[config.mk]
export PLATFORM = sky130hd
export DESIGN_NAME = sample_statistics_accumulator_core
export DESIGN_NICKNAME = d
export VERILOG_FILES = /design/src/design/ssa_pkg.sv /design/src/design/sample_statistics_accumulator_core.sv /design/src/design/ssa_div.sv /design/src/design/ssa_sqrt.sv /design/src/design/ssa_datapath.sv /design/src/design/ssa_ctrl.sv
export VERILOG_INCLUDE_DIRS = /design/src /design/src/design
export SDC_FILE = /design/constraint.sdc
export NUM_CORES = 2
export LEC_CHECK = 0
export BUFFER_PORTS_ARGS = -buffer_cell sky130_fd_sc_hd__buf_2
export CAP_MARGIN = 10
export CORE_ASPECT_RATIO = 0.8
export CORE_UTILIZATION = 30
export CTS_BUF_LIST = sky130_fd_sc_hd__clkbuf_8 sky130_fd_sc_hd__clkbuf_16
export CTS_CLUSTER_SIZE = 14
export DETAILED_ROUTE_END_ITERATION = 12
export PLACE_DENSITY = 0.5
export SYNTH_ARGS = -nofsm -noshare
export SYNTH_HDL_FRONTEND = slang
export SYNTH_HIERARCHICAL = 1
export SYNTH_SLANG_ARGS = --single-unit
[constraint.sdc]
create_clock -name i_clk -period 27.4 [get_ports i_clk]
set_clock_uncertainty 0.05 [all_clocks]
set_input_delay 5.48 -clock i_clk [delete_from_list [all_inputs] [get_ports i_clk]]
set_output_delay 5.48 -clock i_clk [all_outputs]
set_load 0.01 [all_outputs]
[src/design/sample_statistics_accumulator_core_defines.svh]
// Assertion macros for the sample statistics accumulator.
// Taken in by the top level only; no other dependencies.
`ifndef SAMPLE_STATISTICS_ACCUMULATOR_CORE_DEFINES_SVH
`define SAMPLE_STATISTICS_ACCUMULATOR_CORE_DEFINES_SVH

// same-cycle implication
`define SSA_ASSERT_NOW(lbl, clk, rstn, ante, cons, msg) \
    lbl: assert property (@(posedge clk) disable iff (!rstn) (ante) |-> (cons)) else $error(msg);

// next-cycle implication
`define SSA_ASSERT_NEXT(lbl, clk, rstn, ante, cons, msg) \
    lbl: assert property (@(posedge clk) disable iff (!rstn) (ante) |=> (cons)) else $error(msg);

`endif

[src/design/ssa_pkg.sv]
// Shared widths, constants and controller/datapath interface structs
// for the sample statistics accumulator. No dependencies.
`default_nettype none
package ssa_pkg;
    localparam int SAMPLE_W   = 16;
    localparam int COUNT_W    = 11;
    localparam int SUM_W      = 26;
    localparam int SQ_W       = 41;
    localparam int MEAN_W     = 24;
    localparam int VAR_W      = 38;
    localparam int DEV_W      = 23;
    localparam int FRAC       = 8;
    localparam int PROD_W     = 52;
    localparam int DIVD_W     = 60;
    localparam int DIVS_W     = 21;
    localparam int ROOT_IN_W  = 46;
    localparam int OUT_DATA_W = 176;
    localparam logic [COUNT_W-1:0] CAPACITY = 11'd1024;

    typedef struct packed {
        logic acc_en;
        logic cap_en;
        logic mul_en;
        logic div_start;
        logic div_var;
        logic mean_ld;
        logic var_ld;
        logic dev_ld;
        logic out_ld;
    } t_cmd;

    typedef struct packed {
        logic div_done;
        logic sqrt_done;
    } t_stat;
endpackage
`default_nettype wire

[src/design/sample_statistics_accumulator_core.sv]
// Streaming sample statistics: one signed 16-bit sample per request, tlast closes
// the set. A sample is taken every cycle while a set accumulates; after the last
// sample the block forms the products, divides for the mean, divides for the
// variance on the same divider and takes the root, then loads the result
// register once the previous result has been taken. Capacity is 1024 samples
// per set; further samples are dropped and flagged in tuser. Mean, variance and
// deviation are Q8. Depends on ssa_pkg, ssa_ctrl, ssa_datapath and the defines
// header.
`default_nettype none
`include "sample_statistics_accumulator_core_defines.svh"
module sample_statistics_accumulator_core (
    input  wire logic         i_clk,
    input  wire logic         i_rst_n,
    input  wire logic         i_s_axis_tvalid,
    output logic              o_s_axis_tready,
    input  wire logic [15:0]  i_s_axis_tdata,  // sample[15:0]
    input  wire logic         i_s_axis_tlast,  // last_sample
    output logic              o_m_axis_tvalid,
    input  wire logic         i_m_axis_tready,
    // sample_count[10:0] total[36:11] smallest[52:37] largest[68:53]
    // spread[84:69] mean_q8[108:85] variance_q8[146:109] deviation_q8[169:147]
    output logic [175:0]      o_m_axis_tdata,
    output logic              o_m_axis_tuser   // overflow
);
    ssa_pkg::t_cmd  cmd;
    ssa_pkg::t_stat stat;

    ssa_ctrl u_ctrl (
        .i_clk      (i_clk),
        .i_rst_n    (i_rst_n),
        .i_s_tvalid (i_s_axis_tvalid),
        .i_s_tlast  (i_s_axis_tlast),
        .i_m_tready (i_m_axis_tready),
        .i_stat     (stat),
        .o_s_tready (o_s_axis_tready),
        .o_m_tvalid (o_m_axis_tvalid),
        .o_cmd      (cmd)
    );

    ssa_datapath u_dp (
        .i_clk    (i_clk),
        .i_rst_n  (i_rst_n),
        .i_cmd    (cmd),
        .i_sample (i_s_axis_tdata),
        .o_stat   (stat),
        .o_data   (o_m_axis_tdata),
        .o_drop   (o_m_axis_tuser)
    );

    `SSA_ASSERT_NEXT(a_busy_after_last, i_clk, i_rst_n, i_s_axis_tvalid && o_s_axis_tready && i_s_axis_tlast, !o_s_axis_tready, "input taken during set computation")
    `SSA_ASSERT_NOW(a_root_floor, i_clk, i_rst_n, o_m_axis_tvalid, (46'(o_m_axis_tdata[169:147]) * 46'(o_m_axis_tdata[169:147])) <= {o_m_axis_tdata[146:109], 8'b0}, "deviation above root of variance")
    `SSA_ASSERT_NOW(a_root_tight, i_clk, i_rst_n, o_m_axis_tvalid, (48'(o_m_axis_tdata[169:147]) + 48'd1) * (48'(o_m_axis_tdata[169:147]) + 48'd1) > 48'({o_m_axis_tdata[146:109], 8'b0}), "deviation below root of variance")
endmodule
`default_nettype wire

[src/design/ssa_div.sv]
// Restoring divider, one quotient bit per cycle.
// Uses ssa_pkg widths.
`default_nettype none
module ssa_div (
    input  wire logic                        i_clk,
    input  wire logic                        i_rst_n,
    input  wire logic                        i_start,
    input  wire logic [ssa_pkg::DIVD_W-1:0]  i_dividend,
    input  wire logic [ssa_pkg::DIVS_W-1:0]  i_divisor,
    output logic      [ssa_pkg::DIVD_W-1:0]  o_quotient,
    output logic                             o_done
);
    localparam int STEPS = ssa_pkg::DIVD_W;
    localparam int CNT_W = $clog2(STEPS);

    logic [ssa_pkg::DIVS_W-1:0] r_rem, n_rem;
    logic [ssa_pkg::DIVD_W-1:0] r_quo, n_quo;
    logic [ssa_pkg::DIVS_W-1:0] r_dvs;
    logic [CNT_W-1:0]           r_cnt;
    logic                       r_busy, r_done;
    logic [ssa_pkg::DIVS_W:0]   trial;

    always_comb begin
        trial = {r_rem, r_quo[ssa_pkg::DIVD_W-1]};
        if (trial >= {1'b0, r_dvs}) begin
            n_rem = ssa_pkg::DIVS_W'(trial - {1'b0, r_dvs});
            n_quo = {r_quo[ssa_pkg::DIVD_W-2:0], 1'b1};
        end else begin
            n_rem = trial[ssa_pkg::DIVS_W-1:0];
            n_quo = {r_quo[ssa_pkg::DIVD_W-2:0], 1'b0};
        end
    end

    always_ff @(posedge i_clk) begin
        if (!i_rst_n) begin
            r_busy <= 1'b0;
            r_done <= 1'b0;
            r_cnt  <= '0;
        end else begin
            r_done <= 1'b0;
            if (i_start) begin
                r_busy <= 1'b1;
                r_cnt  <= CNT_W'(STEPS - 1);
            end else if (r_busy) begin
                if (r_cnt == '0) begin
                    r_busy <= 1'b0;
                    r_done <= 1'b1;
                end else begin
                    r_cnt <= r_cnt - 1'b1;
                end
            end
        end
    end

    always_ff @(posedge i_clk) begin
        if (i_start) begin
            r_rem <= '0;
            r_quo <= i_dividend;
            r_dvs <= i_divisor;
        end else if (r_busy) begin
            r_rem <= n_rem;
            r_quo <= n_quo;
        end
    end

    assign o_quotient = r_quo;
    assign o_done     = r_done;
endmodule
`default_nettype wire

[src/design/ssa_sqrt.sv]
// Digit-by-digit integer square root, one root bit per cycle.
// Uses ssa_pkg widths.
`default_nettype none
module ssa_sqrt (
    input  wire logic                          i_clk,
    input  wire logic                          i_rst_n,
    input  wire logic                          i_start,
    input  wire logic [ssa_pkg::ROOT_IN_W-1:0] i_radicand,
    output logic      [ssa_pkg::DEV_W-1:0]     o_root,
    output logic                               o_done
);
    localparam int STEPS = ssa_pkg::DEV_W;
    localparam int CNT_W = $clog2(STEPS);
    localparam int REM_W = ssa_pkg::DEV_W + 2;

    logic [ssa_pkg::ROOT_IN_W-1:0] r_x;
    logic [REM_W-1:0]              r_rem, n_rem;
    logic [ssa_pkg::DEV_W-1:0]     r_root, n_root;
    logic [CNT_W-1:0]              r_cnt;
    logic                          r_busy, r_done;
    logic [REM_W+1:0]              t;
    logic [REM_W+1:0]              trial;

    always_comb begin
        t     = {r_rem, r_x[ssa_pkg::ROOT_IN_W-1 -: 2]};
        trial = (REM_W+2)'({r_root, 2'b01});
        if (t >= trial) begin
            n_rem  = REM_W'(t - trial);
            n_root = {r_root[ssa_pkg::DEV_W-2:0], 1'b1};
        end else begin
            n_rem  = t[REM_W-1:0];
            n_root = {r_root[ssa_pkg::DEV_W-2:0], 1'b0};
        end
    end

    always_ff @(posedge i_clk) begin
        if (!i_rst_n) begin
            r_busy <= 1'b0;
            r_done <= 1'b0;
            r_cnt  <= '0;
        end else begin
            r_done <= 1'b0;
            if (i_start) begin
                r_busy <= 1'b1;
                r_cnt  <= CNT_W'(STEPS - 1);
            end else if (r_busy) begin
                if (r_cnt == '0) begin
                    r_busy <= 1'b0;
                    r_done <= 1'b1;
                end else begin
                    r_cnt <= r_cnt - 1'b1;
                end
            end
        end
    end

    always_ff @(posedge i_clk) begin
        if (i_start) begin
            r_x    <= i_radicand;
            r_rem  <= '0;
            r_root <= '0;
        end else if (r_busy) begin
            r_x    <= {r_x[ssa_pkg::ROOT_IN_W-3:0], 2'b00};
            r_rem  <= n_rem;
            r_root <= n_root;
        end
    end

    assign o_root = r_root;
    assign o_done = r_done;
endmodule
`default_nettype wire

[src/design/ssa_datapath.sv]
// Accumulators, set capture, products, divider and root units, result register.
// Uses ssa_pkg, ssa_div and ssa_sqrt.
`default_nettype none
module ssa_datapath (
    input  wire logic                            i_clk,
    input  wire logic                            i_rst_n,
    input  wire ssa_pkg::t_cmd                   i_cmd,
    input  wire logic [ssa_pkg::SAMPLE_W-1:0]    i_sample,
    output ssa_pkg::t_stat                       o_stat,
    output logic      [ssa_pkg::OUT_DATA_W-1:0]  o_data,
    output logic                                 o_drop
);
    logic        [ssa_pkg::COUNT_W-1:0] r_count, u_count;
    logic signed [ssa_pkg::SUM_W-1:0]   r_sum, u_sum;
    logic        [ssa_pkg::SQ_W-1:0]    r_sq, u_sq;
    logic signed [ssa_pkg::SAMPLE_W-1:0] r_min, r_max, u_min, u_max, s;
    logic                               r_drop, u_drop, room;
    logic signed [2*ssa_pkg::SAMPLE_W-1:0] sq_s;

    logic        [ssa_pkg::COUNT_W-1:0] r_cn;
    logic signed [ssa_pkg::SUM_W-1:0]   r_csum;
    logic        [ssa_pkg::SUM_W-1:0]   r_cmag, u_mag;
    logic        [ssa_pkg::SQ_W-1:0]    r_csq;
    logic signed [ssa_pkg::SAMPLE_W-1:0] r_cmin, r_cmax;
    logic                               r_cdrop;

    logic [ssa_pkg::PROD_W-1:0] r_nsq, r_magsq, dnum;
    logic [ssa_pkg::DIVS_W-1:0] r_nn;
    logic [ssa_pkg::DIVD_W-1:0] div_dividend, quo;
    logic [ssa_pkg::DIVS_W-1:0] div_divisor;
    logic [ssa_pkg::DEV_W-1:0]  root;
    logic                       div_done, sqrt_done;

    logic [ssa_pkg::MEAN_W-1:0] r_mean;
    logic [ssa_pkg::VAR_W-1:0]  r_var;
    logic [ssa_pkg::DEV_W-1:0]  r_dev;
    logic [ssa_pkg::OUT_DATA_W-1:0] r_data;
    logic                       r_odrop;

    always_comb begin
        s       = $signed(i_sample);
        room    = r_count < ssa_pkg::CAPACITY;
        sq_s    = s * s;
        u_count = r_count;
        u_sum   = r_sum;
        u_sq    = r_sq;
        u_min   = r_min;
        u_max   = r_max;
        u_drop  = r_drop;
        if (room) begin
            u_count = r_count + 1'b1;
            u_sum   = r_sum + ssa_pkg::SUM_W'(s);
            u_sq    = r_sq + ssa_pkg::SQ_W'($unsigned(sq_s));
            if (s < r_min) u_min = s;
            if (s > r_max) u_max = s;
        end else begin
            u_drop = 1'b1;
        end
        u_mag = (u_sum < 0) ? ssa_pkg::SUM_W'(-u_sum) : ssa_pkg::SUM_W'(u_sum);
    end

    always_ff @(posedge i_clk) begin
        if (!i_rst_n) begin
            r_count <= '0;
            r_sum   <= '0;
            r_sq    <= '0;
            r_min   <= {1'b0, {(ssa_pkg::SAMPLE_W-1){1'b1}}};
            r_max   <= {1'b1, {(ssa_pkg::SAMPLE_W-1){1'b0}}};
            r_drop  <= 1'b0;
        end else if (i_cmd.acc_en) begin
            if (i_cmd.cap_en) begin
                r_count <= '0;
                r_sum   <= '0;
                r_sq    <= '0;
                r_min   <= {1'b0, {(ssa_pkg::SAMPLE_W-1){1'b1}}};
                r_max   <= {1'b1, {(ssa_pkg::SAMPLE_W-1){1'b0}}};
                r_drop  <= 1'b0;
            end else begin
                r_count <= u_count;
                r_sum   <= u_sum;
                r_sq    <= u_sq;
                r_min   <= u_min;
                r_max   <= u_max;
                r_drop  <= u_drop;
            end
        end
    end

    always_ff @(posedge i_clk) begin
        if (i_cmd.cap_en) begin
            r_cn    <= u_count;
            r_csum  <= u_sum;
            r_cmag  <= u_mag;
            r_csq   <= u_sq;
            r_cmin  <= u_min;
            r_cmax  <= u_max;
            r_cdrop <= u_drop;
        end
        if (i_cmd.mul_en) begin
            r_nsq   <= ssa_pkg::PROD_W'(r_cn * r_csq);
            r_magsq <= ssa_pkg::PROD_W'(r_cmag * r_cmag);
            r_nn    <= ssa_pkg::DIVS_W'(r_cn * r_cn);
        end
        if (i_cmd.mean_ld)
            r_mean <= (r_csum < 0) ? ssa_pkg::MEAN_W'(-quo[ssa_pkg::MEAN_W-1:0])
                                   : quo[ssa_pkg::MEAN_W-1:0];
        if (i_cmd.var_ld)
            r_var <= quo[ssa_pkg::VAR_W-1:0];
        if (i_cmd.dev_ld)
            r_dev <= root;
        if (i_cmd.out_ld) begin
            r_data  <= {6'b0, r_dev, r_var, r_mean,
                        ssa_pkg::SAMPLE_W'(r_cmax - r_cmin),
                        r_cmax, r_cmin, r_csum, r_cn};
            r_odrop <= r_cdrop;
        end
    end

    always_comb begin
        dnum = (r_nsq >= r_magsq) ? r_nsq - r_magsq : '0;
        if (i_cmd.div_var) begin
            div_dividend = {dnum, {ssa_pkg::FRAC{1'b0}}};
            div_divisor  = r_nn;
        end else begin
            div_dividend = ssa_pkg::DIVD_W'({r_cmag, {ssa_pkg::FRAC{1'b0}}});
            div_divisor  = ssa_pkg::DIVS_W'(r_cn);
        end
    end

    ssa_div u_div (
        .i_clk      (i_clk),
        .i_rst_n    (i_rst_n),
        .i_start    (i_cmd.div_start),
        .i_dividend (div_dividend),
        .i_divisor  (div_divisor),
        .o_quotient (quo),
        .o_done     (div_done)
    );

    ssa_sqrt u_sqrt (
        .i_clk      (i_clk),
        .i_rst_n    (i_rst_n),
        .i_start    (i_cmd.var_ld),
        .i_radicand ({quo[ssa_pkg::VAR_W-1:0], {ssa_pkg::FRAC{1'b0}}}),
        .o_root     (root),
        .o_done     (sqrt_done)
    );

    assign o_stat.div_done  = div_done;
    assign o_stat.sqrt_done = sqrt_done;
    assign o_data = r_data;
    assign o_drop = r_odrop;
endmodule
`default_nettype wire

[src/design/ssa_ctrl.sv]
// Sequencer: accumulate, products, mean divide, variance divide, root, result.
// Uses ssa_pkg command/status structs.
`default_nettype none
module ssa_ctrl (
    input  wire logic           i_clk,
    input  wire logic           i_rst_n,
    input  wire logic           i_s_tvalid,
    input  wire logic           i_s_tlast,
    input  wire logic           i_m_tready,
    input  wire ssa_pkg::t_stat i_stat,
    output logic                o_s_tready,
    output logic                o_m_tvalid,
    output ssa_pkg::t_cmd       o_cmd
);
    typedef enum logic [5:0] {
        ST_ACC  = 6'b000001,
        ST_MUL  = 6'b000010,
        ST_DIVM = 6'b000100,
        ST_DIVV = 6'b001000,
        ST_SQRT = 6'b010000,
        ST_OUT  = 6'b100000
    } t_state;

    t_state r_state, n_state;
    logic   r_out_valid;
    logic   acc;

    always_comb begin
        n_state = r_state;
        o_cmd   = '0;
        acc     = (r_state == ST_ACC) && i_s_tvalid;
        o_cmd.acc_en = acc;
        case (r_state)
            ST_ACC: begin
                if (acc && i_s_tlast) begin
                    o_cmd.cap_en = 1'b1;
                    n_state      = ST_MUL;
                end
            end
            ST_MUL: begin
                o_cmd.mul_en    = 1'b1;
                o_cmd.div_start = 1'b1;
                n_state         = ST_DIVM;
            end
            ST_DIVM: begin
                if (i_stat.div_done) begin
                    o_cmd.mean_ld   = 1'b1;
                    o_cmd.div_start = 1'b1;
                    o_cmd.div_var   = 1'b1;
                    n_state         = ST_DIVV;
                end
            end
            ST_DIVV: begin
                o_cmd.div_var = 1'b1;
                if (i_stat.div_done) begin
                    o_cmd.var_ld = 1'b1;
                    n_state      = ST_SQRT;
                end
            end
            ST_SQRT: begin
                if (i_stat.sqrt_done) begin
                    o_cmd.dev_ld = 1'b1;
                    n_state      = ST_OUT;
                end
            end
            ST_OUT: begin
                if (!r_out_valid || i_m_tready) begin
                    o_cmd.out_ld = 1'b1;
                    n_state      = ST_ACC;
                end
            end
            default: n_state = ST_ACC;
        endcase
    end

    always_ff @(posedge i_clk) begin
        if (!i_rst_n) begin
            r_state     <= ST_ACC;
            r_out_valid <= 1'b0;
        end else begin
            r_state <= n_state;
            if (o_cmd.out_ld)
                r_out_valid <= 1'b1;
            else if (i_m_tready)
                r_out_valid <= 1'b0;
        end
    end

    assign o_s_tready = (r_state == ST_ACC);
    assign o_m_tvalid = r_out_valid;
endmodule
`default_nettype wire
=== Word-level counts from Yosys, hierarchy flattened ===
Cells that the tools add are included.

* Register bits after elaboration: 839
* Bits in latches: 0
* Bits in writable memories: 0
* ROM bits: 0
* Bits of input ports: 21
* Word-level logic and storage cells: 159
* Memories kept: 0

* Add/sub/neg operators: 11
* Multiply operators: 4
* Divide/modulo/power cells: 0
* Order comparisons: 8
* Eq/ne operators: 13
* Shifts and indexed selects: 0
* Mux-type cells: 62
* Bitwise logic cells: 5
* Reduce and logical (&&, ||, !) cells: 18

{| class="wikitable"
|+ Operators by type and width
! operator !! number
|-
| two-way mux 60 bit || 3
|-
| two-way mux 16 bit || 6
|-
| two-way mux 46 bit || 2
|-
| two-way mux 41 bit || 2
|-
| two-way mux 26 bit || 3
|-
| greater-or-equal comparator 52 bit || 1
|-
| less-than comparator 26 x 1 -> 1 bit, second input constant || 2
|-
| multiplier 11 x 41 -> 52 bit || 1
|-
| multiplier 26 x 26 -> 52 bit || 1
|-
| two-way mux 52 bit || 1
|-
| subtractor 52 bit || 1
|-
| two-way mux 6 bit || 8
|-
| adder 41 x 32 -> 41 bit || 1
|-
| one-hot mux 6 bit (6 select lines) || 1
|-
| two-way mux 11 bit || 3
|-
| multiplier 16 x 16 -> 32 bit || 1
|-
| greater-or-equal comparator 27 x 25 -> 1 bit || 1
|-
| adder 26 x 16 -> 26 bit || 1
|-
| negator 26 bit || 1
|-
| two-way mux 25 bit || 1
|-
| subtractor 25 bit || 1
|-
| two-way mux 1 bit || 24
|-
| two-way mux 24 bit || 1
|-
| negator 24 bit || 1
|-
| 33 further kinds || 53
|}

=== Logic depth before layout (Yosys ltp) ===
* Word-level depth: 6
* Depth in mapped cells: 39
* Mapped depth without buffers: 37

=== By module ===
Netlist, hierarchy kept.

{| class="wikitable"
|+ Modules (own cells, without submodules)
! module !! instances !! cells an instance !! area an instance (sq um) !! seq. area each (sq um)
|-
| ssa_datapath || 1 || 7,320 || 73,155.2 || 17,687.0
|-
| ssa_sqrt || 1 || 612 || 5,915.7 || 2,482.4
|-
| ssa_div || 1 || 461 || 5,556.6 || 3,012.9
|-
| ssa_ctrl || 1 || 52 || 452.9 || 140.1
|}

=== Worst setup path after synthesis ===
OpenSTA, ideal clock, no wires.

* Path type: reg-to-reg
* Start: reg u_ctrl.r_state[5]
* End: reg u_dp.u_div.r_quo, in the netlist u_dp/u_div/o_quotient[0] (enable)
* Library setup time: 392 ps
* Arrival time: 16,450 ps
* Required time: 26,958 ps
* Slack: 10,509 ps
* Stages on the path, launching flop included: 7
* Buffers on the path: 2
* Period minus slack after synthesis: 16,891 ps
* Path through: dfxtp_1 > or3_2 > nor4b_1 > nand2b_1 > clkbuf_1 > clkbuf_1 > or2_2

{| class="wikitable"
|+ RTL lines
! element !! line !! source
|-
| start: declaration || ssa_ctrl.sv:24 || <nowiki>t_state r_state, n_state;</nowiki>
|-
| start signal: assignment || ssa_ctrl.sv:81 || <nowiki>r_state <= n_state;</nowiki>
|-
| end signal: assignment || ssa_div.sv:58 || <nowiki>r_quo <= i_dividend;</nowiki>
|-
| end signal: assignment || ssa_div.sv:62 || <nowiki>r_quo <= n_quo;</nowiki>
|-
| end: declaration || ssa_div.sv:17 || <nowiki>logic [ssa_pkg::DIVD_W-1:0] r_quo, n_quo;</nowiki>
|}

=== Final worst setup path ===
* Start: in i_s_axis_tdata[15]
* End: reg u_dp/r_sq[39] (netlist bit)

* Longest elaborated chain between the ends: 4

{| class="wikitable"
|+ RTL lines
! element !! line !! source
|-
| start: declaration || sample_statistics_accumulator_core.sv:16 || <nowiki>input wire logic [15:0] i_s_axis_tdata,</nowiki>
|-
| multiplier 16 x 16 -> 32 bit || ssa_datapath.sv:43 || <nowiki>sq_s = s * s;</nowiki>
|-
| adder 41 x 32 -> 41 bit || ssa_datapath.sv:53 || <nowiki>u_sq = r_sq + ssa_pkg::SQ_W'($unsigned(sq_s));</nowiki>
|-
| two-way mux 41 bit || ssa_datapath.sv:50 || <nowiki>if (room) begin</nowiki>
|-
| two-way mux 41 bit || ssa_datapath.sv:71 || <nowiki>if (i_cmd.cap_en) begin</nowiki>
|-
| end signal: assignment || ssa_datapath.sv:81 || <nowiki>r_sq <= u_sq;</nowiki>
|-
| end: declaration || ssa_datapath.sv:15 || <nowiki>logic [ssa_pkg::SQ_W-1:0] r_sq, u_sq;</nowiki>
|}

No other way between the ends.
A chain may end at the register's enable or synchronous reset.

==> impl_metrics.json <==
{
  "post-route-period-util": 0.5335,
  "via_per_inst": 4.765,
  "cts_tree": "yes",
  "gr-total-overflow": 0,
  "routed_wirelength_um": 230100,
  "post_drt_wl_per_cell_um": 18.67,
  "clk_latency_ps": 720,
  "fp.dieW_um": 597.4,
  "whs_path_depth": 0,
  "ys_types": 110,
  "grt_pass1_vias": 61260,
  "gp_congestion": 0.8681,
  "clockBufferDepth": 3,
  "coreArea_um2": 281500,
  "cp_slowest_stage_delay_ps": 880,
  "dpl.hpwl_um": 177100,
  "synth_area_um2": 85080,
  "rows": 174,
  "syn_area_per_cell_um2": 10.07,
  "initial_core_util": 0.3022,
  "max-slew-margin-rel": 0.2554,
  "path_common_cell": "fa_1",
  "post_cts.repair.setup_buffers": 0,
  "synthMuxAreaShare": 0.02293,
  "hold_path.class": "reg -> reg",
  "ys_warn_count": 6,
  "grt_max_degree": 91,
  "fmax_mhz": 68.41,
  "finalNonFillerCells": 12320,
  "cp.arrival_ps": 15170,
  "critPathLaunchType": "input port",
  "synth_compound_area_frac": 0.09678,
  "die_area_um2": 285700,
  "synth_top_family_by_area": "adder cells",
  "post-place-ws_ps": 12150,
  "ctsResizeCount": 0,
  "cts.clk_slew.worst_paths_ps": 70,
  "fin_crit_ps": 14620,
  "fin_nets": 10280,
  "status": "complete, no violations",
  "cap_violations": 0,
  "synth_flop_cell": "edfxtp_1",
  "ant_nets": 0,
  "async_flop_share": 0,
  "finalSetupTns_ps": 0,
  "synth_simple_gate_area_frac": 0.1144,
  "grt_use_total": 0.1602,
  "ctsHoldBuffers": 0,
  "cp_slowest_cell": "clkinv_1",
  "h-tree-depth": 3,
  "holdWs_ps": 316.5,
  "grt_pass1_wl_um": 358000,
  "crit_fanout": 32,
  "path_class": "in -> reg",
  "setup_viol": 0,
  "cts_sinks": 844,
  "slew_viol_final": 0,
  "ys_seq_area_frac": 0.2741,
  "first_pass_iters": 5,
  "synthXorXnorAreaFrac": 0.03766,
  "end_kind": "flip-flop",
  "numCtsBuffers": 91,
  "worst-slew-pin-transition_ps": 1113,
  "synth_edf_count": 642,
  "antenna_found_initial": 14,
  "io_pins": 200,
  "ys_ff_latch": 844,
  "drc": 0,
  "die_h_um": 478.3,
  "synth_fa_ha_area_frac": 0.3677,
  "dp_cells": 12150,
  "drive_above_1_share": 0.07697,
  "rsz0062_at_grt": "false",
  "cts.root.buffer_cell": "clkbuf_16",
  "worst_slack_ps": 12780,
  "dr_total_vias": 58720,
  "netlist_instances": 8445,
  "area_growth_pct": 9.543,
  "hold_viol_final": 0,
  "portBuffers": 193,
  "required_ps": 27950,
  "drt_iter0_drc": 3899,
  "worst-r2r-cell-count": 26
}
-- critical path, delay by kind of cell --
kind	cells	cell delay (ps)
AOI/OAI and AO/OA	8	2130
buffers and inverters	6	1700
and+or+nand+nor	11	2070
adders and majority gates	8	3450
xor gates and xnor gates	2	290
-- cell families (layout without fill, tap and decap cells) --
group	Yosys count	in the layout
AOI/OAI and AO/OA	1239	1239
DFF	844	844
buffers and inverters	1894	1964
other	1	24
xor gates and xnor gates	365	365
and+or+nand+nor	2126	2126
adders and majority gates	1800	1800
muxes	176	176
-- per-stage QoR --
step | instance area [um^2] | utilization
after floorplan | 85160 | -
after global placement | 89940 | 0.3195
after detailed placement | 89940 | 0.3195
after CTS | 93190 | 0.3311
after global routing | 93200 | 0.3311
final | 93200 | 0.3311
-- routing by layer --
metal / track usage / wire (um) / vias up
li1: - / - / 27390
met1: 0.2320 / 110900 / 29610
met2: 0.2428 / 98360 / 1481
met3: 0.03896 / 16630 / 222
met4: 0.02896 / 4114 / 14
met5: 0 / 92 / -
-- cell usage after synthesis (172+ instances only) --
library cell	count	area, um^2
clkbuf_1	315	1182
xnor2_1	255	2233
edfxtp_1	642	19280
a21oi_1	304	1521
nand2_1	867	3254
dfxtp_1	202	4044
inv_1	1494	5608
o21ai_0	222	1111
fa_1	1167	23360
a21o_1	172	1291
nor2_1	576	2162
and2_1	237	1483
ha_1	633	7920
-- sequential cells by signal, indices dropped and copies added (netlist names), 38 cells and up --
| register | count |
|---|---|
| u_dp/o_data | 170 |
| u_dp/u_div/o_quotient | 60 |
| u_dp/r_nsq | 52 |
| u_dp/r_magsq | 51 |
| u_dp/u_sqrt/r_x | 46 |
| u_dp/r_csq | 41 |
| u_dp/r_sq | 41 |
| u_dp/r_var | 38 |
-- area by class of cell --
class	instances	area [um^2]
Fill cell	28830	188300
Multi-Input combinational cell	5728	54560
Sequential cell	844	23330
Inverter	1509	5664
Tap cell	3784	4735
Clock buffer	101	2437
Timing Repair Buffer	283	1654
Clock inverter	71	818.3
Antenna cell	2	5.005
-- cell usage in the layout (no fill, tap or decap), drive strengths merged, types with 55 or more instances in the layout --
cell type	Yosys	routed
dfxtp	202	202
xnor2	256	256
nor2	583	583
a21o	173	173
edfxtp	642	642
and2	237	237
xor2	109	109
inv	1496	1519
nand2	867	867
buf	63	283
nor3	59	59
a21oi	317	317
fa	1167	1167
o21a	55	55
o21ai	241	241
nand3	79	79
clkbuf	322	101
mux2	131	131
ha	633	633
-- final timing paths --
| kind | endpoint | slack, ps | from |
|---|---|---|---|
| setup reg to reg | u_dp/r_magsq[51] | 17880 | u_dp/r_cmag[2] |
| setup / recovery | u_dp/r_sq[39] | 12780 | i_s_axis_tdata[15] |
| hold reg to reg | u_dp/o_data[26] | 320 | u_dp/r_csum[15] |
| hold / removal | u_dp/o_data[26] | 320 | u_dp/r_csum[15] |
Power is not shown: default switching activity piles up to over one toggle a cycle in this logic, so the estimate is an artifact.
